==> config.mk <==
export PLATFORM = sky130hd
export DESIGN_NAME = two_servo_gear_shift_controller
export DESIGN_NICKNAME = d
export VERILOG_FILES = /design/src/hw/rtl/gssc_pkg.sv /design/src/hw/rtl/two_servo_gear_shift_controller.sv /design/src/hw/rtl/gssc_cfg.sv /design/src/hw/rtl/gssc_table.sv /design/src/hw/rtl/gssc_step.sv
export SDC_FILE = /design/constraint.sdc
export NUM_CORES = 1
export LEC_CHECK = 0
export BUFFER_PORTS_ARGS = -buffer_cell sky130_fd_sc_hd__buf_4
export CAP_MARGIN = 20
export CORE_MARGIN = 2
export CORE_UTILIZATION = 35
export CTS_BUF_LIST = sky130_fd_sc_hd__clkbuf_8
export CTS_CLUSTER_DIAMETER = 50
export CTS_CLUSTER_SIZE = 12
export DETAILED_ROUTE_END_ITERATION = 12
export MAX_ROUTING_LAYER = met4
export SLEW_MARGIN = 5
export SYNTH_ARGS = -nofsm -noshare
export SYNTH_HDL_FRONTEND = slang
export SYNTH_SLANG_ARGS = --single-unit
==> constraint.sdc <==
create_clock -name clk -period 17.1 [get_ports clk]
set_input_delay 1.71 -clock clk [delete_from_list [all_inputs] [get_ports clk]]
set_output_delay 1.71 -clock clk [all_outputs]
set_load 0.01 [all_outputs]
==> src/hw/rtl/gssc_pkg.sv <==
// Shared types and constants for the two-servo gear shift controller.
// Used by every module of the block; depends on nothing else.
package gssc_pkg;

  localparam int GEAR_W  = 4;
  localparam int PULSE_W = 12;

  // Upper clamp for a tuned servo position, in microseconds.
  localparam logic [PULSE_W-1:0] TUNE_MAX = 12'd3500;

  // Division by seven of a value below 4096: (m * 4682) >> 15 is exact there.
  localparam logic [12:0] OVS_RECIP = 13'd4682;
  localparam int          OVS_SHIFT = 15;

  typedef enum logic [2:0] {
    FN_TICK      = 3'd0,
    FN_UP        = 3'd1,
    FN_DOWN      = 3'd2,
    FN_TO        = 3'd3,
    FN_TUNE_UP   = 3'd4,
    FN_TUNE_DOWN = 3'd5,
    FN_LOAD      = 3'd6
  } func_t;

  typedef enum logic [2:0] {
    CFG_FRONT_COUNT = 3'd0,
    CFG_REAR_COUNT  = 3'd1,
    CFG_FRONT_STEP  = 3'd2,
    CFG_REAR_STEP   = 3'd3,
    CFG_DELAY       = 3'd4,
    CFG_CHAN_EN     = 3'd5
  } cfg_idx_t;

  typedef struct packed {
    logic [2:0]  front_count;
    logic [4:0]  rear_count;
    logic [7:0]  front_step;
    logic [7:0]  rear_step;
    logic [15:0] delay;
    logic [1:0]  chan_en;
  } cfg_t;

  localparam cfg_t CFG_RESET = '{
    front_count: 3'd2,
    rear_count:  5'd11,
    front_step:  8'd10,
    rear_step:   8'd10,
    delay:       16'd500,
    chan_en:     2'd0
  };

  // Table write request from the step logic.
  typedef struct packed {
    logic               en;
    logic               ch;
    logic [GEAR_W-1:0]  idx;
    logic [PULSE_W-1:0] data;
  } tbl_wr_t;

  // Gear numbers the step logic wants looked up.
  typedef struct packed {
    logic [GEAR_W-1:0] front_g;
    logic [GEAR_W-1:0] rear_g;
    logic [GEAR_W-1:0] rear_nb;
  } tbl_addr_t;

  typedef struct packed {
    logic [PULSE_W-1:0] front_t;
    logic [PULSE_W-1:0] rear_t;
    logic [PULSE_W-1:0] rear_nb;
  } tbl_rd_t;

  typedef struct packed {
    logic               pulse_write;
    logic               pulse_channel;
    logic [PULSE_W-1:0] pulse_us;
    logic [GEAR_W-1:0]  gear_now;
    logic [PULSE_W-1:0] position_now;
    logic               status;
  } res_t;

endpackage

==> src/hw/rtl/two_servo_gear_shift_controller.sv <==
// An accepted item waits in the input register until it commits, which it can do only
// while the output register is empty or being drained; its result is then written to
// the output register. Throughput: one item per cycle while out_tready stays high,
// set by the single pass through table read, overshoot multiply and saturation.
// Reset (rst_n low, synchronous): channel state, timer, handshakes and config
// registers return to their reset values; the pulse tables are not cleared.
module two_servo_gear_shift_controller #(
  parameter int FRONT_GEARS = 6,
  parameter int REAR_GEARS  = 16
) (
  input  logic        clk,
  input  logic        rst_n,
  // Input channel.
  input  logic        in_tvalid,
  output logic        in_tready,
  input  logic [15:0] in_tdata,   // gear_index[3:0], pulse_value[15:4]
  input  logic [3:0]  in_tuser,   // func[2:0], channel[3]
  // Result channel.
  output logic        out_tvalid,
  input  logic        out_tready,
  output logic [31:0] out_tdata,  // pulse_us[11:0], gear_now[15:12], position_now[27:16]
  output logic [2:0]  out_tuser,  // pulse_write[0], pulse_channel[1], status[2]
  // Configuration write channel.
  input  logic        cfg_valid,
  output logic        cfg_ready,
  input  logic [2:0]  cfg_index,
  input  logic [15:0] cfg_data
);

  // Input register: the item that is being worked on this cycle.
  logic        in_v_r;
  logic [2:0]  in_func_r;
  logic        in_ch_r;
  logic [3:0]  in_gi_r;
  logic [11:0] in_pv_r;

  // Channel state of both servos and the rear correction timer.
  logic [1:0][3:0]  gear_r,  gear_nxt;
  logic [1:0][11:0] pos_r,   pos_nxt;
  logic             pend_r,  pend_nxt;
  logic [15:0]      ticks_r, ticks_nxt;

  // Output register.
  logic           out_v_r;
  gssc_pkg::res_t out_res_r;

  gssc_pkg::cfg_t      cfg;
  gssc_pkg::tbl_wr_t   twr;
  gssc_pkg::tbl_wr_t   twr_gated;
  gssc_pkg::tbl_addr_t taddr;
  gssc_pkg::tbl_rd_t   trd;
  gssc_pkg::res_t      res;

  logic adv;
  logic commit;

  // The output register can take a new result when it is empty or being drained;
  // the item in the input register commits its state changes on that edge.
  assign adv       = !out_v_r || out_tready;
  assign commit    = in_v_r && adv;
  assign in_tready = !in_v_r || adv;

  gssc_cfg u_cfg (
    .clk       (clk),
    .rst_n     (rst_n),
    .cfg_valid (cfg_valid),
    .cfg_ready (cfg_ready),
    .cfg_index (cfg_index),
    .cfg_data  (cfg_data),
    .cfg       (cfg)
  );

  // A table load only takes effect when its item commits.
  always_comb begin
    twr_gated    = twr;
    twr_gated.en = twr.en && commit;
  end

  gssc_table #(
    .FRONT_GEARS (FRONT_GEARS),
    .REAR_GEARS  (REAR_GEARS)
  ) u_table (
    .clk  (clk),
    .wr   (twr_gated),
    .addr (taddr),
    .rd   (trd)
  );

  gssc_step #(
    .FRONT_GEARS (FRONT_GEARS),
    .REAR_GEARS  (REAR_GEARS)
  ) u_step (
    .func      (in_func_r),
    .ch        (in_ch_r),
    .gi        (in_gi_r),
    .pv        (in_pv_r),
    .cfg       (cfg),
    .gear_r    (gear_r),
    .pos_r     (pos_r),
    .pend_r    (pend_r),
    .ticks_r   (ticks_r),
    .rd        (trd),
    .taddr     (taddr),
    .twr       (twr),
    .gear_nxt  (gear_nxt),
    .pos_nxt   (pos_nxt),
    .pend_nxt  (pend_nxt),
    .ticks_nxt (ticks_nxt),
    .res       (res)
  );

  // Input register control.
  always_ff @(posedge clk) begin
    if (!rst_n) begin
      in_v_r <= 1'b0;
    end else if (in_tready) begin
      in_v_r <= in_tvalid;
    end
  end

  always_ff @(posedge clk) begin
    if (in_tvalid && in_tready) begin
      in_func_r <= in_tuser[2:0];
      in_ch_r   <= in_tuser[3];
      in_gi_r   <= in_tdata[3:0];
      in_pv_r   <= in_tdata[15:4];
    end
  end

  // Channel state only moves when an item commits, so back-to-back items each
  // see the state left by the one before.
  always_ff @(posedge clk) begin
    if (!rst_n) begin
      gear_r  <= '0;
      pos_r   <= '0;
      pend_r  <= 1'b0;
      ticks_r <= '0;
    end else if (commit) begin
      gear_r  <= gear_nxt;
      pos_r   <= pos_nxt;
      pend_r  <= pend_nxt;
      ticks_r <= ticks_nxt;
    end
  end

  // Output register.
  always_ff @(posedge clk) begin
    if (!rst_n) begin
      out_v_r <= 1'b0;
    end else if (adv) begin
      out_v_r <= in_v_r;
    end
  end

  always_ff @(posedge clk) begin
    if (commit) begin
      out_res_r <= res;
    end
  end

  assign out_tvalid = out_v_r;
  assign out_tdata  = {4'b0000, out_res_r.position_now, out_res_r.gear_now,
                       out_res_r.pulse_us};
  assign out_tuser  = {out_res_r.status, out_res_r.pulse_channel, out_res_r.pulse_write};

  // An item that commits reaches the output register on the next edge.
  a_commit_to_out: assert property (@(posedge clk) disable iff (!rst_n)
    commit |=> out_v_r)
    else $error("committed item did not reach the output register");

  // A result without a pulse carries zero in its pulse fields.
  a_idle_pulse_zero: assert property (@(posedge clk) disable iff (!rst_n)
    (out_v_r && !out_res_r.pulse_write) |->
      (!out_res_r.pulse_channel && (out_res_r.pulse_us == 12'd0)))
    else $error("pulse fields set without a pulse command");

  // An ignored request never commands a pulse.
  a_ignored_no_pulse: assert property (@(posedge clk) disable iff (!rst_n)
    (out_v_r && out_res_r.status) |-> !out_res_r.pulse_write)
    else $error("ignored item commanded a pulse");

  // Stored gears always address an entry of their own table.
  a_gear_in_table: assert property (@(posedge clk) disable iff (!rst_n)
    ({1'b0, gear_r[0]} < 5'(FRONT_GEARS)) && ({1'b0, gear_r[1]} < 5'(REAR_GEARS)))
    else $error("stored gear beyond table depth");

endmodule

==> src/hw/rtl/gssc_cfg.sv <==
// Configuration register file of the gear shift controller.
// Depends on gssc_pkg for the register layout, indexes and reset values.
module gssc_cfg (
  input  logic              clk,
  input  logic              rst_n,
  input  logic              cfg_valid,
  output logic              cfg_ready,
  input  logic [2:0]        cfg_index,
  input  logic [15:0]       cfg_data,
  output gssc_pkg::cfg_t    cfg
);

  gssc_pkg::cfg_t cfg_r;

  assign cfg_ready = 1'b1;
  assign cfg       = cfg_r;

  always_ff @(posedge clk) begin
    if (!rst_n) begin
      cfg_r <= gssc_pkg::CFG_RESET;
    end else if (cfg_valid) begin
      unique case (cfg_index)
        gssc_pkg::CFG_FRONT_COUNT: cfg_r.front_count <= cfg_data[2:0];
        gssc_pkg::CFG_REAR_COUNT:  cfg_r.rear_count  <= cfg_data[4:0];
        gssc_pkg::CFG_FRONT_STEP:  cfg_r.front_step  <= cfg_data[7:0];
        gssc_pkg::CFG_REAR_STEP:   cfg_r.rear_step   <= cfg_data[7:0];
        gssc_pkg::CFG_DELAY:       cfg_r.delay       <= cfg_data;
        gssc_pkg::CFG_CHAN_EN:     cfg_r.chan_en     <= cfg_data[1:0];
        default: begin
        end
      endcase
    end
  end

endmodule

==> src/hw/rtl/gssc_table.sv <==
// Gear-to-pulse tables: one front table and two identical copies of the rear
// table, so the shift target and its neighbour are each read at one address.
// Depends on gssc_pkg for the request and read-data structs.
module gssc_table #(
  parameter int FRONT_GEARS = 6,
  parameter int REAR_GEARS  = 16
) (
  input  logic                clk,
  input  gssc_pkg::tbl_wr_t   wr,
  input  gssc_pkg::tbl_addr_t addr,
  output gssc_pkg::tbl_rd_t   rd
);

  localparam int FA_W = (FRONT_GEARS > 1) ? $clog2(FRONT_GEARS) : 1;
  localparam int RA_W = $clog2(REAR_GEARS);

  logic [gssc_pkg::PULSE_W-1:0] front_mem [FRONT_GEARS];
  logic [gssc_pkg::PULSE_W-1:0] rear_a    [REAR_GEARS];
  logic [gssc_pkg::PULSE_W-1:0] rear_b    [REAR_GEARS];

  // Entries have no reset; an entry is meaningful once it has been loaded.
  always_ff @(posedge clk) begin
    if (wr.en) begin
      if (wr.ch) begin
        rear_a[wr.idx[RA_W-1:0]] <= wr.data;
        rear_b[wr.idx[RA_W-1:0]] <= wr.data;
      end else begin
        front_mem[wr.idx[FA_W-1:0]] <= wr.data;
      end
    end
  end

  assign rd.front_t = front_mem[addr.front_g[FA_W-1:0]];
  assign rd.rear_t  = rear_a[addr.rear_g[RA_W-1:0]];
  assign rd.rear_nb = rear_b[addr.rear_nb[RA_W-1:0]];

endmodule

==> src/hw/rtl/gssc_step.sv <==
// Single-pass step logic: decodes one item, computes the next channel state,
// the table request and the result. Depends on gssc_pkg.
module gssc_step #(
  parameter int FRONT_GEARS = 6,
  parameter int REAR_GEARS  = 16
) (
  input  logic [2:0]                        func,
  input  logic                              ch,
  input  logic [3:0]                        gi,
  input  logic [11:0]                       pv,
  input  gssc_pkg::cfg_t                    cfg,
  input  logic [1:0][3:0]                   gear_r,
  input  logic [1:0][11:0]                  pos_r,
  input  logic                              pend_r,
  input  logic [15:0]                       ticks_r,
  input  gssc_pkg::tbl_rd_t                 rd,
  output gssc_pkg::tbl_addr_t               taddr,
  output gssc_pkg::tbl_wr_t                 twr,
  output logic [1:0][3:0]                   gear_nxt,
  output logic [1:0][11:0]                  pos_nxt,
  output logic                              pend_nxt,
  output logic [15:0]                       ticks_nxt,
  output gssc_pkg::res_t                    res
);

  localparam logic [4:0] FRONT_D = 5'(FRONT_GEARS);
  localparam logic [4:0] REAR_D  = 5'(REAR_GEARS);

  logic        enabled;
  logic [4:0]  cnt_raw;
  logic [4:0]  depth;
  logic [4:0]  usable;
  logic [3:0]  cur;
  logic [3:0]  target;
  logic        shift_ok;

  logic [11:0] t_val;
  logic [12:0] diff;
  logic        diff_neg;
  logic [11:0] mag;
  logic [24:0] prod;
  logic [9:0]  quo;
  logic [13:0] ovs_sum;
  logic [11:0] ovs_us;

  logic [7:0]  step;
  logic [12:0] up_sum;
  logic [11:0] up_val;
  logic [11:0] dn_val;
  logic [11:0] tune_val;

  assign enabled = cfg.chan_en[ch];
  assign cnt_raw = ch ? cfg.rear_count : {2'b00, cfg.front_count};
  assign depth   = ch ? REAR_D : FRONT_D;
  assign usable  = (cnt_raw == 5'd0) ? 5'd1 : ((cnt_raw > depth) ? depth : cnt_raw);
  assign cur     = gear_r[ch];

  always_comb begin
    target   = cur;
    shift_ok = 1'b0;
    unique case (func)
      gssc_pkg::FN_UP: begin
        target   = cur + 4'd1;
        shift_ok = enabled && (({1'b0, cur} + 5'd1) < usable);
      end
      gssc_pkg::FN_DOWN: begin
        target   = cur - 4'd1;
        shift_ok = enabled && (cur != 4'd0);
      end
      gssc_pkg::FN_TO: begin
        target   = gi;
        shift_ok = enabled && ({1'b0, gi} < usable);
      end
      default: begin
      end
    endcase
  end

  // The tick correction reads the rear entry of the current rear gear.
  assign taddr.front_g = target;
  assign taddr.rear_g  = (func == gssc_pkg::FN_TICK) ? gear_r[1] : target;
  assign taddr.rear_nb = (target > gear_r[1]) ? (target - 4'd1) : (target + 4'd1);

  // Overshoot: t + (t - n) / 7, truncated toward zero, saturated to 12 bits.
  assign t_val    = ch ? rd.rear_t : rd.front_t;
  assign diff     = {1'b0, t_val} - {1'b0, rd.rear_nb};
  assign diff_neg = diff[12];
  assign mag      = diff_neg ? 12'((~diff) + 13'd1) : diff[11:0];
  assign prod     = 25'(mag) * 25'(gssc_pkg::OVS_RECIP);
  assign quo      = prod[gssc_pkg::OVS_SHIFT+9:gssc_pkg::OVS_SHIFT];
  assign ovs_sum  = diff_neg ? ({2'b00, t_val} - {4'b0000, quo})
                             : ({2'b00, t_val} + {4'b0000, quo});
  assign ovs_us   = ovs_sum[13] ? 12'd0 : (ovs_sum[12] ? 12'hFFF : ovs_sum[11:0]);

  // Tune arithmetic.
  assign step     = ch ? cfg.rear_step : cfg.front_step;
  assign up_sum   = {1'b0, pos_r[ch]} + {5'b00000, step};
  assign up_val   = (up_sum > {1'b0, gssc_pkg::TUNE_MAX}) ? gssc_pkg::TUNE_MAX : up_sum[11:0];
  assign dn_val   = (pos_r[ch] < {4'b0000, step}) ? 12'd0 : (pos_r[ch] - {4'b0000, step});
  assign tune_val = (func == gssc_pkg::FN_TUNE_UP) ? up_val : dn_val;

  always_comb begin
    gear_nxt  = gear_r;
    pos_nxt   = pos_r;
    pend_nxt  = pend_r;
    ticks_nxt = ticks_r;
    twr.en    = 1'b0;
    twr.ch    = ch;
    twr.idx   = gi;
    twr.data  = pv;
    res       = '0;

    unique case (func)
      gssc_pkg::FN_TICK: begin
        if (pend_r) begin
          if (ticks_r >= cfg.delay) begin
            if (cfg.chan_en[1]) begin
              res.pulse_write   = 1'b1;
              res.pulse_channel = 1'b1;
              res.pulse_us      = rd.rear_t;
            end
            pend_nxt = 1'b0;
          end else begin
            ticks_nxt = ticks_r + 16'd1;
          end
        end
      end
      gssc_pkg::FN_UP, gssc_pkg::FN_DOWN, gssc_pkg::FN_TO: begin
        res.status = !shift_ok;
      end
      gssc_pkg::FN_TUNE_UP, gssc_pkg::FN_TUNE_DOWN: begin
        if (enabled) begin
          pos_nxt[ch]       = tune_val;
          res.pulse_write   = 1'b1;
          res.pulse_channel = ch;
          res.pulse_us      = tune_val;
        end else begin
          res.status = 1'b1;
        end
      end
      gssc_pkg::FN_LOAD: begin
        if ({1'b0, gi} < depth) begin
          twr.en = 1'b1;
        end else begin
          res.status = 1'b1;
        end
      end
      default: begin
        res.status = 1'b1;
      end
    endcase

    if (shift_ok) begin
      ticks_nxt = 16'd0;
      pend_nxt  = 1'b1;
      if (!ch) begin
        res.pulse_write   = 1'b1;
        res.pulse_channel = 1'b0;
        res.pulse_us      = t_val;
      end else if (target != gear_r[1]) begin
        res.pulse_write   = 1'b1;
        res.pulse_channel = 1'b1;
        res.pulse_us      = ovs_us;
      end
      pos_nxt[ch]  = t_val;
      gear_nxt[ch] = target;
    end

    res.gear_now     = gear_nxt[ch];
    res.position_now = pos_nxt[ch];
  end

endmodule

== Yosys cells after proc, flatten, opt, wreduce, memory -nomap -nowiden ==
Memory sizes are Yosys's and may differ from the RTL's.
Cells that the tools add are included.

* Output and inout bits: 38
* Memories kept: 3
* Flip-flop bits (word level): 144
* RAM bits: 456
* Logic and storage cells: 157

* $mul: 1
* Magnitude comparators: 10
* Mux-type cells: 65
* Reduce and logical (&&, ||, !) cells: 28
* Bitwise operators: 1
* $add $sub $neg: 12
* Equal/unequal tests: 13

{| class="wikitable"
|+ Memory list
! memory !! depth !! bits a word !! read ports !! clocked after Yosys merged registers in !! wr ports !! line !! text
|-
| u_table.rear_a || 16 || 12 || 1 || 0 || 1 || gssc_table.sv:18 || <nowiki>logic [gssc_pkg::PULSE_W-1:0] rear_a [REAR_GEARS];</nowiki>
|-
| u_table.rear_b || 16 || 12 || 1 || 0 || 1 || gssc_table.sv:19 || <nowiki>logic [gssc_pkg::PULSE_W-1:0] rear_b [REAR_GEARS];</nowiki>
|-
| u_table.front_mem || 6 || 12 || 1 || 0 || 1 || gssc_table.sv:17 || <nowiki>logic [gssc_pkg::PULSE_W-1:0] front_mem [FRONT_GEARS];</nowiki>
|}

{| class="wikitable"
|+ Operators by type and width
! operator !! count
|-
| $mux W12 || 12
|-
| $mux W14 || 8
|-
| $mux W24 || 3
|-
| $mux W16 || 4
|-
| $bwmux W24 || 2
|-
| $mux W4 || 7
|-
| $pmux W14 S2 || 1
|-
| $mul A12 B12 Y24 const B || 1
|-
| $mux W5 || 4
|-
| $add A16 B1 Y16 const B || 1
|-
| $ge A16 B16 Y1 || 1
|-
| $mux W1 || 16
|-
| $mux W8 || 2
|-
| $eq A3 B3 Y1 const B || 5
|-
| $reduce_and A2 Y1 || 7
|-
| $add A12 B10 Y13 || 1
|-
| $add A12 B8 Y13 || 1
|-
| $gt A13 B12 Y1 const B || 1
|-
| $sub A12 B10 Y13 || 1
|-
| $sub A12 B12 Y13 || 1
|-
| $add A12 B1 Y12 const B || 1
|-
| $demux W12 S1 || 1
|-
| $eq A3 B2 Y1 const B || 4
|-
| $lt A12 B8 Y1 || 1
|-
| other kinds (29) || 44
|}

== Longest topological paths before layout ==
Gate-level depths: netlist of the first run.
An unclocked memory read counts as a cell.

* Depth after elaboration: 19
* Depth in mapped cells: 64
* Depth with buffers taken out: 59

== Hierarchy ==
From an unflattened synthesis of the first run, not the netlist that was laid out.

* Cells, all modules: 2246
* Area, all modules: 25578.3 um2

{| class="wikitable"
|+ By module, submodules not included
! module !! cells each !! area an instance (um2) !! instances
|-
| gssc_table || 559 || 11603.6 || 1
|-
| gssc_step || 1238 || 8604.5 || 1
|-
| two_servo_gear_shift_controller || 279 || 3656.0 || 1
|-
| gssc_cfg || 170 || 1714.1 || 1
|}

== Worst setup path after synthesis of the first run ==
No wires, ideal clock.

* Path type: register -> register
* Start: register in_ch_r
* End: register out_res_r, in the netlist out_tdata[6], data pin
* Setup slack: 3019 ps
* Stages on the path, launching flop included: 59
* Data arrival time: 13809 ps
* Clock period less this slack: 14081 ps
* Data required time: 16828 ps
* Buffers on the path: 8
* Library setup time: 272 ps
* Cells stage by stage: edfxtp_1 buf_6 mux2i_4 inv_4 buf_2 ha_1 mux2i_1 a2bb2oi_1 a2bb2oi_4 clkbuf_1 clkbuf_1 ha_1 nor2b_1 o21a_1 o21a_1 o21ai_0 inv_1 ha_1 [23 not listed] a21oi_1 o211ai_1 a21o_1 a21oi_1 o21bai_1 a21oi_1 xnor2_1 ha_1 clkbuf_1 a21oi_1 nor2_1 o21a_1 o41a_1 a31o_2 or4b_1 o31ai_1 o211a_1 or4_1

{| class="wikitable"
|+ RTL lines
! element !! line !! text
|-
| from (decl) || two_servo_gear_shift_controller.sv:33 || <nowiki>logic in_ch_r;</nowiki>
|-
| from (signal assigned) || two_servo_gear_shift_controller.sv:124 || <nowiki>in_ch_r <= in_tuser[3];</nowiki>
|-
| to (signal assigned) || two_servo_gear_shift_controller.sv:157 || <nowiki>out_res_r <= res;</nowiki>
|-
| to (decl) || two_servo_gear_shift_controller.sv:45 || <nowiki>gssc_pkg::res_t out_res_r;</nowiki>
|}

==> impl_metrics.env, run 1 <==
export IMPL_grt_met1_usage=0.2674
export IMPL_yosys_register_bits=408
export IMPL_busiest_layer="met2"
export IMPL_cp_slowest_cell="fa_2"
export IMPL_synth_area_sq_mm=0.02572
export IMPL_relSlewSlack=0.2142
export IMPL_post_cts_buffers=0
export IMPL_num_rows=99
export IMPL_place_congestion=0.9065
export IMPL_coreArea_sq_mm=0.07283
export IMPL_cts_hold_buf=0
export IMPL_slew_viol_final=0
export IMPL_critPathMaxStageDelay_ns=0.70
export IMPL_timing_setup_tns_ns=0
export IMPL_synthXorXnorAreaFrac=0.02247
export IMPL_insertion_delay_ns=0.69
export IMPL_grt_pass1_wl_mm=115.4
export IMPL_multi_input_area_sq_mm=0.01349
export IMPL_cts_root_buf="clkbuf_8"
export IMPL_crit_required_ns=17.49
export IMPL_syn_area_per_cell_sq_um=10.94
export IMPL_skew_ns=0.05137
export IMPL_areaGrowthSynthToFinish_pct=10.53
export IMPL_track_usage=0.2037
export IMPL_cts_tree="built"
export IMPL_wl_per_cell_um=22.21
export IMPL_cts_made_buffers=50
export IMPL_drv_cap=0
export IMPL_crit_buf_inv=8
export IMPL_outcome="completed"
export IMPL_fp_dieW_um=275.1
export IMPL_synth_distinct_cells=102
export IMPL_overflow=0
export IMPL_hp_class="flop to flop"
export IMPL_cts_sinks=408
export IMPL_finalCoreUtilization=0.3904
export IMPL_tightest_slew_ns=1.177
export IMPL_clk_path_buf_depth=3
export IMPL_dr_first_iter_drc_count=1965
export IMPL_use_met3=0.02182
export IMPL_grt_max_degree=85
export IMPL_drive_gt1_frac=0.1473
export IMPL_crit_family="compound AO/OA/AOI/OAI gates"
export IMPL_routed_wirelength_mm=75.31
export IMPL_synth_compound_gate_area_share=0.1460
export IMPL_min_period_ns=15.98
export IMPL_seq_area_sq_mm=0.01132
export IMPL_via_per_inst=5.743
export IMPL_ys_seq_area_frac=0.4401
export IMPL_antenna_found_initial=4
export IMPL_drc=0
export IMPL_r2r_slack_ns=1.12
export IMPL_io_pins=82
export IMPL_initial_core_util=0.3532
export IMPL_worst_setup_path_start_kind="flop"
export IMPL_synthArstFlopShare=0
export IMPL_synthAdderAreaFrac=0.09056
export IMPL_ant_nets=0
export IMPL_dieArea_sq_mm=0.07568
export IMPL_dr_total_vias=19480
export IMPL_grt_setup_unrepaired="false"
export IMPL_grtUsageMet2=0.3290
export IMPL_clk_pin_slew_ns=0.09
export IMPL_synthSimpleGateAreaFrac=0.1163
export IMPL_setup_viol=0
export IMPL_synth_edff_count=315
export IMPL_die_y_um=275.1
export IMPL_cp_end_kind="flop"
export IMPL_first_global_vias=19220
export IMPL_ys_flop_type="edfxtp_1"
export IMPL_fmax_mhz=62.59
export IMPL_dr_pass1_iters=7
export IMPL_synth_top_family_by_area="compound AO/OA/AOI/OAI gates"
export IMPL_fin_nets=2616
export IMPL_final_hold_violation_count=0
export IMPL_portBuffers=76
export IMPL_yosys_mux_area_fraction=0.1435
export IMPL_critPathMaxFanout=24
export IMPL_fin_crit_sh=0.9343
export IMPL_hpwl_mm=52.91
export IMPL_critical_path_class="flop to flop"
export IMPL_yosys_warnings=0
export IMPL_htree_levels=2
export IMPL_arrival_ns=16.36
export IMPL_synthCells=2352
export IMPL_fillCellCount=7006
export IMPL_ctsResizeCount=0
==> cell type report <==
class                           count  share of cell area
Multi-Input combinational cell   1697              0.4743
Sequential cell                   408              0.3982
Tap cell                          959             0.04220
Timing Repair Buffer              117             0.03221
Clock buffer                       53             0.02566
Clock inverter                     31             0.01074
Inverter                          125             0.01659
Antenna cell                        1          0.00008801
==> registers in the layout, summed over array words and instances (netlist names) <==
| name | flops |
|---|---|
| in_gi_r | 4 |
| out_tvalid | 1 |
| u_table.rear_a | 60 |
| in_ch_r | 1 |
| in_func_r | 3 |
| in_pv_r | 12 |
| out_tdata | 28 |
| in_v_r | 1 |
| gear_r | 8 |
| ticks_r | 16 |
| u_table.rear_b | 132 |
| out_tuser | 3 |
| u_table.front_mem | 72 |
| u_cfg.cfg | 42 |
| pos_r | 24 |
| pend_r | 1 |
==> per-stage QoR <==
stage,hold slack (ns),worst slack (ns),std cells,instance area (sq um)
floorplan,0.4400,3.019,2355,25740
global placement,0.4539,1.706,3302,27330
detailed placement,0.4544,1.273,3303,27340
CTS,0.4701,1.197,3387,28370
global route,0.4964,0.06913,3391,28430
finish,0.4688,1.123,3391,28430
==> path summary, 6_finish.rpt <==
kind,startpoint,end,depth (start not counted)
min,u_cfg.cfg[15],u_cfg.cfg[15],2
max reg2reg,in_ch_r,out_tdata[6],55
max,in_ch_r,out_tdata[6],55
min reg2reg,u_cfg.cfg[15],u_cfg.cfg[15],2
==> cells in the mapped netlist, types with 13 or more instances <==
cell type,count,area (sq um)
a211oi_1,22,165.2
a21boi_0,29,217.7
a21o_1,33,247.7
a21oi_1,107,535.5
a31oi_1,23,143.9
and3_1,13,81.33
buf_2,30,150.1
clkbuf_1,69,259.0
dfxtp_1,93,1862
edfxtp_1,315,9459
fa_1,22,440.4
ha_1,151,1889
inv_1,121,454.2
mux2_2,32,360.4
mux2i_1,194,1942
mux4_2,60,1351
nand2_1,240,900.9
nand2b_1,17,106.4
nand3_1,63,315.3
nor2_1,147,551.8
nor2b_1,26,162.7
nor3_1,46,230.2
o211ai_1,40,300.3
o21a_1,13,97.59
o21ai_0,77,385.4
o22ai_1,15,93.84
or3_1,14,87.58
xnor2_1,41,359.1
xor2_1,25,219.0
==> worst min-delay path, delay by kind of cell, from the launching register on <==
family           cells  cell delay (ns)
AO/OA/AOI/OAI        1             0.06
flip-flops           1             0.32
AND/OR/NAND/NOR      1             0.05
==> cell families after synthesis <==
group,count (synthesis)
xor gates and xnor gates,66
other,2
adders and majority gates,173
muxes,288
buffers and inverters,250
DFF,408
AOI/OAI and AO/OA,524
and+or+nand+nor,641
==> cells in the final DEF (no fill, tap or decap), types with 11 or more instances in the layout <==
cell and instances:
o21a_1 13, clkbuf_8 53, dfxtp_1 93, xor2_1 24
or3_1 14, xnor2_1 41, nor2b_1 26, a21oi_1 106
fa_1 21, edfxtp_1 315, o31ai_1 12, mux2_2 31
mux2i_1 194, nor3_1 40, nand4_1 12, and3_1 13
a211oi_1 22, nand2_1 240, o22ai_1 15, o21ai_0 76
nand2b_1 17, buf_4 114, nand3_1 63, o211ai_1 40
inv_1 124, ha_1 151, nor2_1 137, a21o_1 33
mux4_2 60, a31oi_1 23, a21boi_0 29, and2_1 11
==> metal layers <==
| layer | vias up | part of all wire |
|---|---|---|
| met5 | - | 0 |
| met4 | 0 | 0.029 |
| met3 | 149 | 0.058 |
| met2 | 744 | 0.47 |
| met1 | 9651 | 0.44 |
| li1 | 8931 | - |
Power of run 1 is left out: the tool's default activity adds up to more than one toggle a clock period on the data nets, which glitch-free logic cannot reach.
==> run 2, diff against run 1 <==
--- a/config.mk
+++ b/config.mk
@@ -7,6 +7,7 @@
 export LEC_CHECK = 0
 export BUFFER_PORTS_ARGS = -buffer_cell sky130_fd_sc_hd__buf_4
 export CAP_MARGIN = 20
+export CORE_ASPECT_RATIO = 1.2
 export CORE_MARGIN = 2
 export CORE_UTILIZATION = 35
 export CTS_BUF_LIST = sky130_fd_sc_hd__clkbuf_8
@@ -14,6 +15,8 @@
 export CTS_CLUSTER_SIZE = 12
 export DETAILED_ROUTE_END_ITERATION = 12
 export MAX_ROUTING_LAYER = met4
+export PLACE_DENSITY = 0.59
+export RECOVER_POWER = 25
 export SLEW_MARGIN = 5
 export SYNTH_ARGS = -nofsm -noshare
 export SYNTH_HDL_FRONTEND = slang
==> run 2 against run 1 <==
Compared with the run above: fmax grew 0.49%; first-iteration DRC count down 19%; hold slack worse by 0.0016 ns; global-route usage down 0.079 points; setup slack improved by 0.078 ns; critical path type unchanged; non-clock buffer count down 3.
==> impl_metrics.env, run 2 (synthesis results as in run 1) <==
export IMPL_drc=0
export IMPL_drive_gt1_frac=0.1456
export IMPL_coreArea_sq_mm=0.07256
export IMPL_setup_viol=0
export IMPL_hp_class="flop to flop"
export IMPL_initial_core_util=0.3545
export IMPL_timing_setup_tns_ns=0
export IMPL_mostFrequentLayoutCells="315 x edfxtp_1, 240 x nand2_1, 194 x mux2i_1"
export IMPL_fin_nets=2616
export IMPL_fillCellCount=6953
export IMPL_crit_required_ns=17.48
export IMPL_first_global_vias=19240
export IMPL_final_hold_violation_count=0
export IMPL_fp_dieW_um=251.5
export IMPL_cpMostUsedCell="ha_1"
export IMPL_grt_max_degree=85
export IMPL_grt_setup_unrepaired="false"
export IMPL_hold_slack_ns=0.4672
export IMPL_cts_sinks=408
export IMPL_post_cts_buffers=0
export IMPL_dp_slack_ns=1.311
export IMPL_via_per_inst=5.745
export IMPL_routed_wirelength_mm=75.42
export IMPL_skew_ns=0.05526
export IMPL_cp_end_kind="flop"
export IMPL_critPathMaxStageDelay_ns=1.01
export IMPL_r2r_cells=55
export IMPL_insertion_delay_ns=0.68
export IMPL_worst_setup_path_start_kind="flop"
export IMPL_cp_slowest_cell="fa_2"
export IMPL_fin_crit_sh=0.9298
export IMPL_cts_hold_buf=0
export IMPL_critical_path_class="flop to flop"
export IMPL_outcome="completed"
export IMPL_whs_path_depth=2
export IMPL_grt_pass1_wl_mm=115.2
export IMPL_setup_ws_ns=1.201
export IMPL_dr_first_iter_drc_count=1590
export IMPL_arrival_ns=16.27
export IMPL_dr_pass1_iters=5
export IMPL_antenna_found_initial=1
export IMPL_cts_tree="built"
export IMPL_overflow=0
export IMPL_place_congestion=0.9257
export IMPL_track_usage=0.2029
export IMPL_clk_path_buf_depth=3
export IMPL_ant_nets=0
export IMPL_cts_root_buf="clkbuf_8"
export IMPL_num_rows=108
export IMPL_fmax_mhz=62.90
export IMPL_relSlewSlack=0.2473
export IMPL_dieArea_sq_mm=0.07569
export IMPL_areaGrowthSynthToFinish_pct=10.22
export IMPL_slew_viol_final=0
export IMPL_cts_made_buffers=53
export IMPL_final_common_cell="edfxtp_1"
export IMPL_wl_per_cell_um=22.35
export IMPL_tightest_slew_ns=1.128
export IMPL_clk_pin_slew_ns=0.08
export IMPL_drv_cap=0
export IMPL_ctsResizeCount=0
export IMPL_htree_levels=2
export IMPL_min_period_ns=15.90
export IMPL_hpwl_mm=53.63
export IMPL_largest_reg_flops=132
export IMPL_portBuffers=76
export IMPL_io_pins=82
export IMPL_critPathMaxFanout=34
export IMPL_dr_total_vias=19380
export IMPL_die_y_um=301.0
==> run 2: worst paths after layout <==
path	slack [ns]	startpoint	to
worst max-delay path	1.20	in_ch_r	out_tdata[6]
worst min-delay path	0.47	u_cfg.cfg[22]	u_cfg.cfg[22]
worst max register to register	1.20	in_ch_r	out_tdata[6]
worst min register to register	0.47	u_cfg.cfg[22]	u_cfg.cfg[22]
==> run 2: metrics by stage <==
stage          utilization  std cells  instance area, sq um
2_1_floorplan            -       2355                 25740
3_3_place_gp        0.3759       3275                 27270
3_5_place_dp        0.3763       3278                 27300
4_1_cts             0.3906       3372                 28350
5_1_grt             0.3908       3374                 28350
6_report            0.3908       3374                 28350
==> run 2: layout make-up <==
type	instances	area, sq um	area share
Multi-Input combinational cell	1697	13490	0.4756
Sequential cell	408	11320	0.3993
Tap cell	935	1170	0.04126
Timing Repair Buffer	114	860.8	0.03036
Clock buffer	57	784.5	0.02767
Inverter	125	471.7	0.01664
Clock inverter	37	257.7	0.009090
Antenna cell	1	2.502	0.00008825
==> run 2: metal layers <==
metal | track usage | wire length, um | up-vias
met5 | - | 0 | -
li1 | - | - | 8922
met2 | 0.3502 | 37920 | 682
met1 | 0.2496 | 31250 | 9647
met3 | 0.02135 | 4031 | 132
met4 | 0.06378 | 2222 | 0
==> run 2: critical path: cells and delay by family (launching register included) <==
kind / cells / cell delay [ns]
AO/OA/AOI/OAI: 21 / 4.29
XOR/XNOR: 5 / 1.69
adder cells (fa/ha/maj): 9 / 3.90
buffers and inverters: 8 / 1.80
flip-flops: 1 / 0.38
multiplexers: 4 / 1.39
AND/OR/NAND/NOR: 8 / 2.06
Power of run 2 is left out for the same reason.
